[src/hdl/sfcc_pkg.sv]
package sfcc_pkg;

    localparam int FRAME_BYTES = 5;
    localparam int POS_W       = 3;
    localparam logic [POS_W-1:0] LAST_POS = POS_W'(FRAME_BYTES - 1);

    localparam logic [7:0] CRC_POLY  = 8'h31;
    localparam logic [7:0] CRC_START = 8'hFF;

    localparam logic [1:0] ERR_OK        = 2'd0;
    localparam logic [1:0] ERR_READ      = 2'd1;
    localparam logic [1:0] ERR_NOT_READY = 2'd2;
    localparam logic [1:0] ERR_CRC       = 2'd3;

    typedef struct packed {
        logic       unit_select;
        logic       read_abort;
        logic [7:0] data_byte;
    } t_in_item;

    typedef struct packed {
        logic        fresh;
        logic [7:0]  status_byte;
        logic [1:0]  error_code;
        logic [23:0] reading;
    } t_result;

    // MSB-first CRC-8, eight shift-xor steps
    function automatic logic [7:0] crc8_next(input logic [7:0] crc, input logic [7:0] b);
        logic [7:0] c;
        c = crc ^ b;
        for (int k = 0; k < 8; k++) begin
            if (c[7]) begin
                c = {c[6:0], 1'b0} ^ CRC_POLY;
            end else begin
                c = {c[6:0], 1'b0};
            end
        end
        return c;
    endfunction

endpackage

[src/hdl/sfcc_frame_core.sv]
module sfcc_frame_core
    import sfcc_pkg::*;
(
    input  logic     i_clk,
    input  logic     i_rst_n,
    input  t_in_item i_item,
    input  logic     i_fire,
    output logic     o_done,
    output t_result  o_result
);

    logic [POS_W-1:0] r_pos;
    logic [7:0]       r_crc;
    logic [23:0]      r_value;
    logic [7:0]       r_frame_status;
    logic [7:0]       r_held_status;
    logic [23:0]      r_good_ppb;
    logic [23:0]      r_good_ugm3;

    logic [7:0]  crc_nxt;
    logic        is_last;
    logic [1:0]  err;
    logic [23:0] last_good;

    assign crc_nxt   = crc8_next(r_crc, i_item.data_byte);
    assign is_last   = (r_pos >= LAST_POS);
    assign o_done    = i_item.read_abort || is_last;
    assign last_good = i_item.unit_select ? r_good_ugm3 : r_good_ppb;

    // CRC over the whole frame must come out zero; CRC error wins over not ready
    always_comb begin
        if (i_item.read_abort) begin
            err = ERR_READ;
        end else if (crc_nxt != 8'h00) begin
            err = ERR_CRC;
        end else if (r_frame_status[0]) begin
            err = ERR_NOT_READY;
        end else begin
            err = ERR_OK;
        end
    end

    always_comb begin
        o_result.error_code  = err;
        o_result.fresh       = (err == ERR_OK);
        o_result.reading     = (err == ERR_OK) ? r_value : last_good;
        o_result.status_byte = i_item.read_abort ? r_held_status : r_frame_status;
    end

    always_ff @(posedge i_clk) begin
        if (!i_rst_n) begin
            r_pos          <= '0;
            r_crc          <= CRC_START;
            r_value        <= '0;
            r_frame_status <= '0;
            r_held_status  <= '0;
            r_good_ppb     <= '0;
            r_good_ugm3    <= '0;
        end else if (i_fire) begin
            if (o_done) begin
                // end of frame: restart; unless aborted, commit status and, if error-free, the good reading
                r_pos          <= '0;
                r_crc          <= CRC_START;
                r_value        <= '0;
                r_frame_status <= '0;
                if (!i_item.read_abort) begin
                    r_held_status <= r_frame_status;
                    if (err == ERR_OK) begin
                        if (i_item.unit_select) begin
                            r_good_ugm3 <= r_value;
                        end else begin
                            r_good_ppb <= r_value;
                        end
                    end
                end
            end else begin
                r_crc <= crc_nxt;
                r_pos <= r_pos + POS_W'(1);
                if (r_pos == '0) begin
                    r_frame_status <= i_item.data_byte;
                end else begin
                    r_value <= {r_value[15:0], i_item.data_byte};
                end
            end
        end
    end

endmodule

[config.mk]
export PLATFORM = sky130hd
export DESIGN_NAME = sfcc_frame_core
export DESIGN_NICKNAME = d
export VERILOG_FILES = /design/src/hdl/sfcc_pkg.sv /design/src/hdl/sfcc_frame_core.sv
export SDC_FILE = /design/constraint.sdc
export NUM_CORES = 1
export LEC_CHECK = 0
export BUFFER_PORTS_ARGS = -buffer_cell sky130_fd_sc_hd__buf_2
export CORE_AREA = 8 8 103 114
export CTS_BUF_LIST = sky130_fd_sc_hd__clkbuf_16
export DETAILED_ROUTE_END_ITERATION = 16
export DIE_AREA = 0 0 111 122
export PLACE_DENSITY = 0.67
export SLEW_MARGIN = 10
export SYNTH_ARGS = -nofsm -noshare
export SYNTH_HDL_FRONTEND = slang
export SYNTH_SLANG_ARGS = --single-unit
export TNS_END_PERCENT = 20
[constraint.sdc]
create_clock -name i_clk -period 4.7 [get_ports i_clk]
set_input_delay 0.94 -clock i_clk [delete_from_list [all_inputs] [get_ports i_clk]]
set_output_delay 0.94 -clock i_clk [all_outputs]
set_load 0.1 [all_outputs]
==> summary.txt, run 1 <==
=================================================================================
Run status                                                           finished clean
Nets                                                                          524
Via count of the first global-routing pass                                  3,449
Data required time at the worst endpoint                                  3760 ps
Max-slew headroom                                                           0.439
Mapped cell area                                                         4690 µm²
Hold-fix buffers, CTS                                                           0
Post-route antenna net violation count                                          0
Antenna diode count                                                             0
Most common cell in the netlist                                           dfxtp_1
Wire length reported by the detailed router                               10.6 mm
Post-synthesis sequential element count                                        99
# Max-Cap Violations                                                            0
Final Slew Violations                                                           0
Largest net degree at the start of global routing                              64
Total negative slack for setup checks                                        0 ps
Worst supply voltage drop on vdd                                       0.000273 V
Detailed-routing iteration count for the pre-antenna-repair pass                4
Worst-path clk slew                                                         70 ps
Number of clock sinks                                                          99
Final critical path time including I/O delays and setup                   4150 ps
Count of flip-flops with a built-in enable after synthesis                      0
Clock tree root driver cell                                             clkbuf_16
Routed via count divided by cell count                                       5.44
Arrival time reported for the critical path endpoint                      3210 ps
Total via count after detailed routing                                      3,445
Worst setup slack before clock tree synthesis                              584 ps
Setup repair after global routing missed its margin                            no
Critical path endpoint category                                        output pin
GRT Overall Usage                                                           0.156
Die area                                                               13,500 µm²
Avg Cell Area, Syn                                                       9.79 µm²
Layout area overhead                                                        20.1%
Power density of the placed cells                                      363 nW/µm²
Initial core utilization                                                    0.481
Setup Crit Path Kind                                                 input port to output pin
Post-Synthesis Cells                                                          479
Insertion delay of the later-clocked pin in the worst-skew pair            340 ps
Most common flop cell mapped by yosys                                     dfxtp_1
Post-route cell area                                                     5630 µm²
Static Leak                                                               2.49 nW
TritonCTS Buffers                                                               9
Setup fix buffers added after clock tree synthesis                              0
Share of synthesized area occupied by flip-flops and latches                0.423
HPWL after detailed placement                                             7.26 mm
Port buffer count                                                              48
Number of levels in the clock H-tree                                            3
Met2 track utilization from global routing                                  0.279
Number of hold-slack violations in the final timing report                      0
Routed wirelength normalized by instance count                            16.7 µm
Fin crit share                                                              0.882
Syn. warnings                                                                   0
Ranking of synthesized cells by area                                 dfxtp_1 (42%), mux2i_1 (12%), mux2_2 (8.9%)
Setup slack of the critical path after layout                              554 ps
DRC violation total after the first TritonRoute iteration                     132
Number of endpoints failing setup at the final stage                            0
Slew @ Worst Pin                                                           842 ps
Post-Route Skew                                                           6.39 ps
Fraction of layout cells with a size suffix above 1                         0.244
Antenna violations before repair                                                0
Met3 Resource Use GR                                                       0.0261
Vertical die dimension                                                     122 µm
Launching element type of the critical path                            input port
Clock tree buffer depth                                                         2
Overall die width                                                          111 µm
Total global routing overflow                                                   0
Max frequency                                                           0.241 GHz
Resized Gates After CTS                                                         0
Top post-synthesis cells by count                                    dfxtp_1 (99), nand2_1 (91), mux2i_1 (54)
Net count of the mapped netlist                                               494
Final Core Density                                                          0.578
Tightest Hold Check Type                                             flip-flop to flip-flop
Highest-utilization routing layer at the global route stage                  met2
Met1 usage                                                                  0.179
Largest fanout on the critical path                                            25
Top Ports                                                                      49
Number of distinct library cells after synthesis                               35
Global-route wire length before repair                                    17.2 mm
Floorplan row count                                                            38
Post-route DRC violation count                                                  0
Final weighted congestion in routability-driven placement                   0.772
Share of synthesized registers carrying an async set or reset                   0
Placed instance area                                                     5340 µm²
Clock tree from TritonCTS                                                    done
Share of the synthesized area in the top cell type                          0.423
Library cell occupying the most area in the post-synthesis netlist        dfxtp_1
Area of the core                                                         9750 µm²
=================================================================================
## per-stage QoR
step / hold slack [ps] / instances / total power, mW
5_1_grt: 471 / 633 / 2.13
3_3_place_gp: 441 / 618 / 1.33
4_1_cts: 463 / 633 / 2.06
3_5_place_dp: 452 / 618 / 1.34
2_1_floorplan: 435 / 479 / 1.27
6_report: 459 / 633 / 2.04
## cell usage in the layout, fill, tap and decap left out, types with 8 or more instances in the layout
master	Yosys	final
xor2_1	8	8
nor3b_1	8	8
mux2_2	37	37
buf_12	0	25
mux2_4	19	19
nand2_1	91	91
dfxtp_1	99	99
xnor2_1	13	13
buf_2	5	23
clkbuf_16	0	9
mux2i_1	54	54
nor2_1	23	23
nor2b_1	29	29
a22oi_1	27	27
## sequential cells by signal, summed over array words and instances, names as in the netlist
signal	flops
r_pos	3
r_good_ppb	24
r_held_status	8
r_good_ugm3	24
r_frame_status	8
r_value	24
r_crc	8
## worst paths after layout
| path | from | to | slack [ps] | cells past startpoint |
|---|---|---|---|---|
| worst max-delay path | i_item[6] | o_result[11] | 550 | 8 |
| worst min-delay path | r_good_ugm3[3]$_SDFFE_PN0P_ | r_good_ugm3[3]$_SDFFE_PN0P_ | 460 | 2 |
| worst max register to register | r_crc[1]$_SDFFE_PN1P_ | r_good_ppb[2]$_SDFFE_PN0P_ | 2370 | 5 |
| worst min register to register | r_good_ugm3[3]$_SDFFE_PN0P_ | r_good_ugm3[3]$_SDFFE_PN0P_ | 460 | 2 |
## cell families after synthesis
logic type	after synthesis	synth area share
AO/OA/AOI/OAI	37	0.0547
XOR/XNOR	24	0.0510
adder cells (fa/ha/maj)	2	0.00534
buffers and inverters	38	0.0350
flip-flops	99	0.423
multiplexers	110	0.265
AND/OR/NAND/NOR	169	0.166
## layer usage
| layer | vias up | wire, µm | part of all wire |
|---|---|---|---|
| met3 | 15 | 391 | 0.037 |
| met5 | - | 0 | 0 |
| met2 | 71 | 5290 | 0.50 |
| li1 | 1697 | - | - |
| met1 | 1662 | 4700 | 0.44 |
| met4 | 0 | 220 | 0.021 |
## worst max-delay path, stage by stage
cell and delay (ps):
buf_2 140, xnor2_1 430, and4_1 310, nand3_1 120, or4_1 410, buf_4 280
mux2_4 370, buf_12 170
## final cells by class
| type | count | area [µm²] |
|---|---|---|
| clock buffer | 9 | 225 |
| clock inverter | 6 | 62.6 |
| fill | 820 | 4120 |
| inverter | 4 | 15.0 |
| multi-input combinational | 342 | 2540 |
| sequential | 99 | 1980 |
| tap | 120 | 150 |
| timing repair buffer | 53 | 653 |
## where the power goes
group	internal, mW	total (mW)	switching, mW
clock network	0.410	0.721	0.312
logic	0.166	0.420	0.254
registers	0.876	0.901	0.0256
total	1.45	2.04	0.592
No activity file was read; power rests on OpenSTA's default activity.
==> inputs of run 2 (changes only) <==
--- a/config.mk
+++ b/config.mk
@@ -11,6 +11,7 @@
 export DETAILED_ROUTE_END_ITERATION = 16
 export DIE_AREA = 0 0 111 122
 export PLACE_DENSITY = 0.67
+export RECOVER_POWER = 100
 export SLEW_MARGIN = 10
 export SYNTH_ARGS = -nofsm -noshare
 export SYNTH_HDL_FRONTEND = slang
==> summary.txt, run 2 (synthesized netlist as in run 1, its figures left out) <==
===============================================================================
Number of hold-slack violations in the final timing report                    0   unchanged
Number of clock sinks                                                        99   unchanged
Resized Gates After CTS                                                       0   unchanged
Final critical path time including I/O delays and setup                 4180 ps   +32.9 ps
Footprint of the multi-input gates                                     2470 µm²   -2.8%
Die area                                                             13,500 µm²   unchanged
Number of endpoints failing setup at the final stage                          0   unchanged
Worst-path clk slew                                                       60 ps   about the same
Antenna diode count                                                           0   unchanged
Post-route antenna net violation count                                        0   unchanged
Most frequent cells in the layout                                  dfxtp_1 (99), nand2_1 (91), mux2i_1 (54)
Worst supply voltage drop on vdd                                     0.000273 V   about the same
Placed instance area                                                   5340 µm²   unchanged
Port buffer count                                                            48   unchanged
Switching part of the total                                               0.288   -0.00125
Setup repair after global routing missed its margin                          no
Run status                                                         finished, violations left
Total via count after detailed routing                                    3,427   -0.52%
Hold Slack                                                               460 ps   +1.16 ps
Launching element type of the critical path                          input port
Violated checks                                                    max-capacitance violations, max-slew violations
Final weighted congestion in routability-driven placement                 0.772   unchanged
Setup Crit Path Kind                                               input port to output pin
Via count of the first global-routing pass                                3,449   unchanged
Post-Route Skew                                                         5.96 ps   -0.435 ps
Fin crit share                                                            0.889   +0.00699
Arrival time reported for the critical path endpoint                    3240 ps   +30 ps
Sequential Power Share                                                    0.443   +0.002
Slew @ Worst Pin                                                        1990 ps   +1150 ps
HPWL after detailed placement                                           7.26 mm   unchanged
DRC violation total after the first TritonRoute iteration                   143   +8.3%
Clock tree from TritonCTS                                                  done
Internal power                                                          1.45 mW   -0.20%
Most common cell after layout, fill and taps aside                      dfxtp_1
Global-route wire length before repair                                  17.2 mm   unchanged
Wire length reported by the detailed router                             10.6 mm   +0.12%
Critical path endpoint category                                      output pin
Slowest stage delay, CP                                                  410 ps   -20 ps
Data required time at the worst endpoint                                3760 ps   about the same
Detailed-routing iteration count for the pre-antenna-repair pass              5   +1
Cell with the biggest individual delay on the critical path              xor2_1
# Max-Cap Violations                                                          2   +2
Max-slew headroom                                                        -0.325   -0.764
Largest registers                                                  r_good_ppb: 24 flops, r_good_ugm3: 24 flops, r_value: 24 flops
Number of levels in the clock H-tree                                          3   unchanged
Number of filler cells placed in the layout                                 849   +3.5%
Clock power share                                                         0.352   about the same
GRT Overall Usage                                                         0.156   unchanged
Static Leak                                                             2.38 nW   -4.2%
Post-route cell area                                                   5530 µm²   -1.8%
Routed wirelength normalized by instance count                          16.8 µm   +0.12%
Tightest Hold Check Type                                           flip-flop to flip-flop
Top Ports                                                                    49   unchanged
Insertion delay of the later-clocked pin in the worst-skew pair          340 ps   about the same
Power density of the placed cells                                    368 nW/µm²   +1.4%
TritonCTS Buffers                                                             9   unchanged
Total negative slack for setup checks                                      0 ps   unchanged
Post-route total power                                                  2.03 mW   -0.38%
Max frequency                                                         0.239 GHz   -0.79%
Largest fanout on the critical path                                          25   unchanged
Combinational share of power                                              0.205   about the same
Clock tree buffer depth                                                       2   unchanged
Nets                                                                        524   unchanged
Antenna violations before repair                                              0   unchanged
Overall die width                                                        111 µm   unchanged
Hold-fix buffers, CTS                                                         0   unchanged
Routed via count divided by cell count                                     5.41   -0.52%
Critical-path cell list                                            clkbuf_1, xnor2_1, xor2_1, nand3_1, or4_1, buf_4, mux2_1, buf_12
Total global routing overflow                                                 0   unchanged
Area of the core                                                       9750 µm²   unchanged
Vertical die dimension                                                   122 µm   unchanged
Setup fix buffers added after clock tree synthesis                            0   unchanged
Floorplan row count                                                          38   unchanged
Post-route DRC violation count                                                0   unchanged
Largest net degree at the start of global routing                            64   unchanged
Layout area overhead                                                      18.0%
Final Slew Violations                                                        50   +50
Initial core utilization                                                  0.481   unchanged
Net switching power figure                                             0.587 mW   -0.81%
Sequential Area                                                        1980 µm²   unchanged
Clock tree root driver cell                                           clkbuf_16
Fraction of layout cells with a size suffix above 1                       0.164   -0.0799
===============================================================================
[run 2: cell count changes in the layout (fill, tap and decap cells not counted), moves of 3 or more]
cell and delta:
mux2_4 -19, buf_2 -13, clkbuf_1 +16, mux2_2 -5, buf_4 -3, mux2_1 +24
[run 2: final timing paths]
check                                    from  slack, ps                           end  depth (start not counted)
hold reg to reg   r_good_ppb[23]$_SDFFE_PN0P_        460   r_good_ppb[23]$_SDFFE_PN0P_                          2
setup / recovery                    i_item[2]        520                  o_result[11]                          8
setup reg to reg        r_crc[1]$_SDFFE_PN1P_       1430  r_good_ugm3[17]$_SDFFE_PN0P_                          6
hold / removal    r_good_ppb[23]$_SDFFE_PN0P_        460   r_good_ppb[23]$_SDFFE_PN0P_                          2
[run 2: per-stage QoR]
stage           util  std cells  setup slack, ps
2_1_floorplan      -        479              756
3_3_place_gp   0.548        618              604
3_5_place_dp   0.548        618              584
4_1_cts        0.578        633              575
5_1_grt        0.568        633              407
6_report       0.568        633              521
[run 2: layout make-up]
| type | count | area share |
|---|---|---|
| clock buffer | 9 | 0.0407 |
| clock inverter | 6 | 0.0113 |
| inverter | 4 | 0.00271 |
| multi-input combinational | 342 | 0.447 |
| sequential | 99 | 0.358 |
| tap | 120 | 0.0271 |
| timing repair buffer | 53 | 0.113 |
[run 2: worst max-delay path, delay by kind of cell]
family                    cells  cell delay [ps]
muxes                         1              400
buffers and inverters         3              580
and+or+nand+nor               2              590
xor gates and xnor gates      2              690
[run 2: metal layers]
layer,vias to the layer above,track usage,part of all wire
met4,0,0.0727,0.019
li1,1692,-,-
met2,74,0.279,0.50
met5,-,0,0
met3,11,0.0261,0.042
met1,1650,0.179,0.44
[run 2: power groups by stage]
stage / Combinational [mW] / Clock (mW) / Sequential [mW]
4_1_cts: 0.422 / 0.733 / 0.901
2_1_floorplan: 0.354 / 0 / 0.914
6_report: 0.416 / 0.717 / 0.901
3_5_place_dp: 0.420 / 0 / 0.920
3_3_place_gp: 0.413 / 0 / 0.919
5_1_grt: 0.454 / 0.765 / 0.904
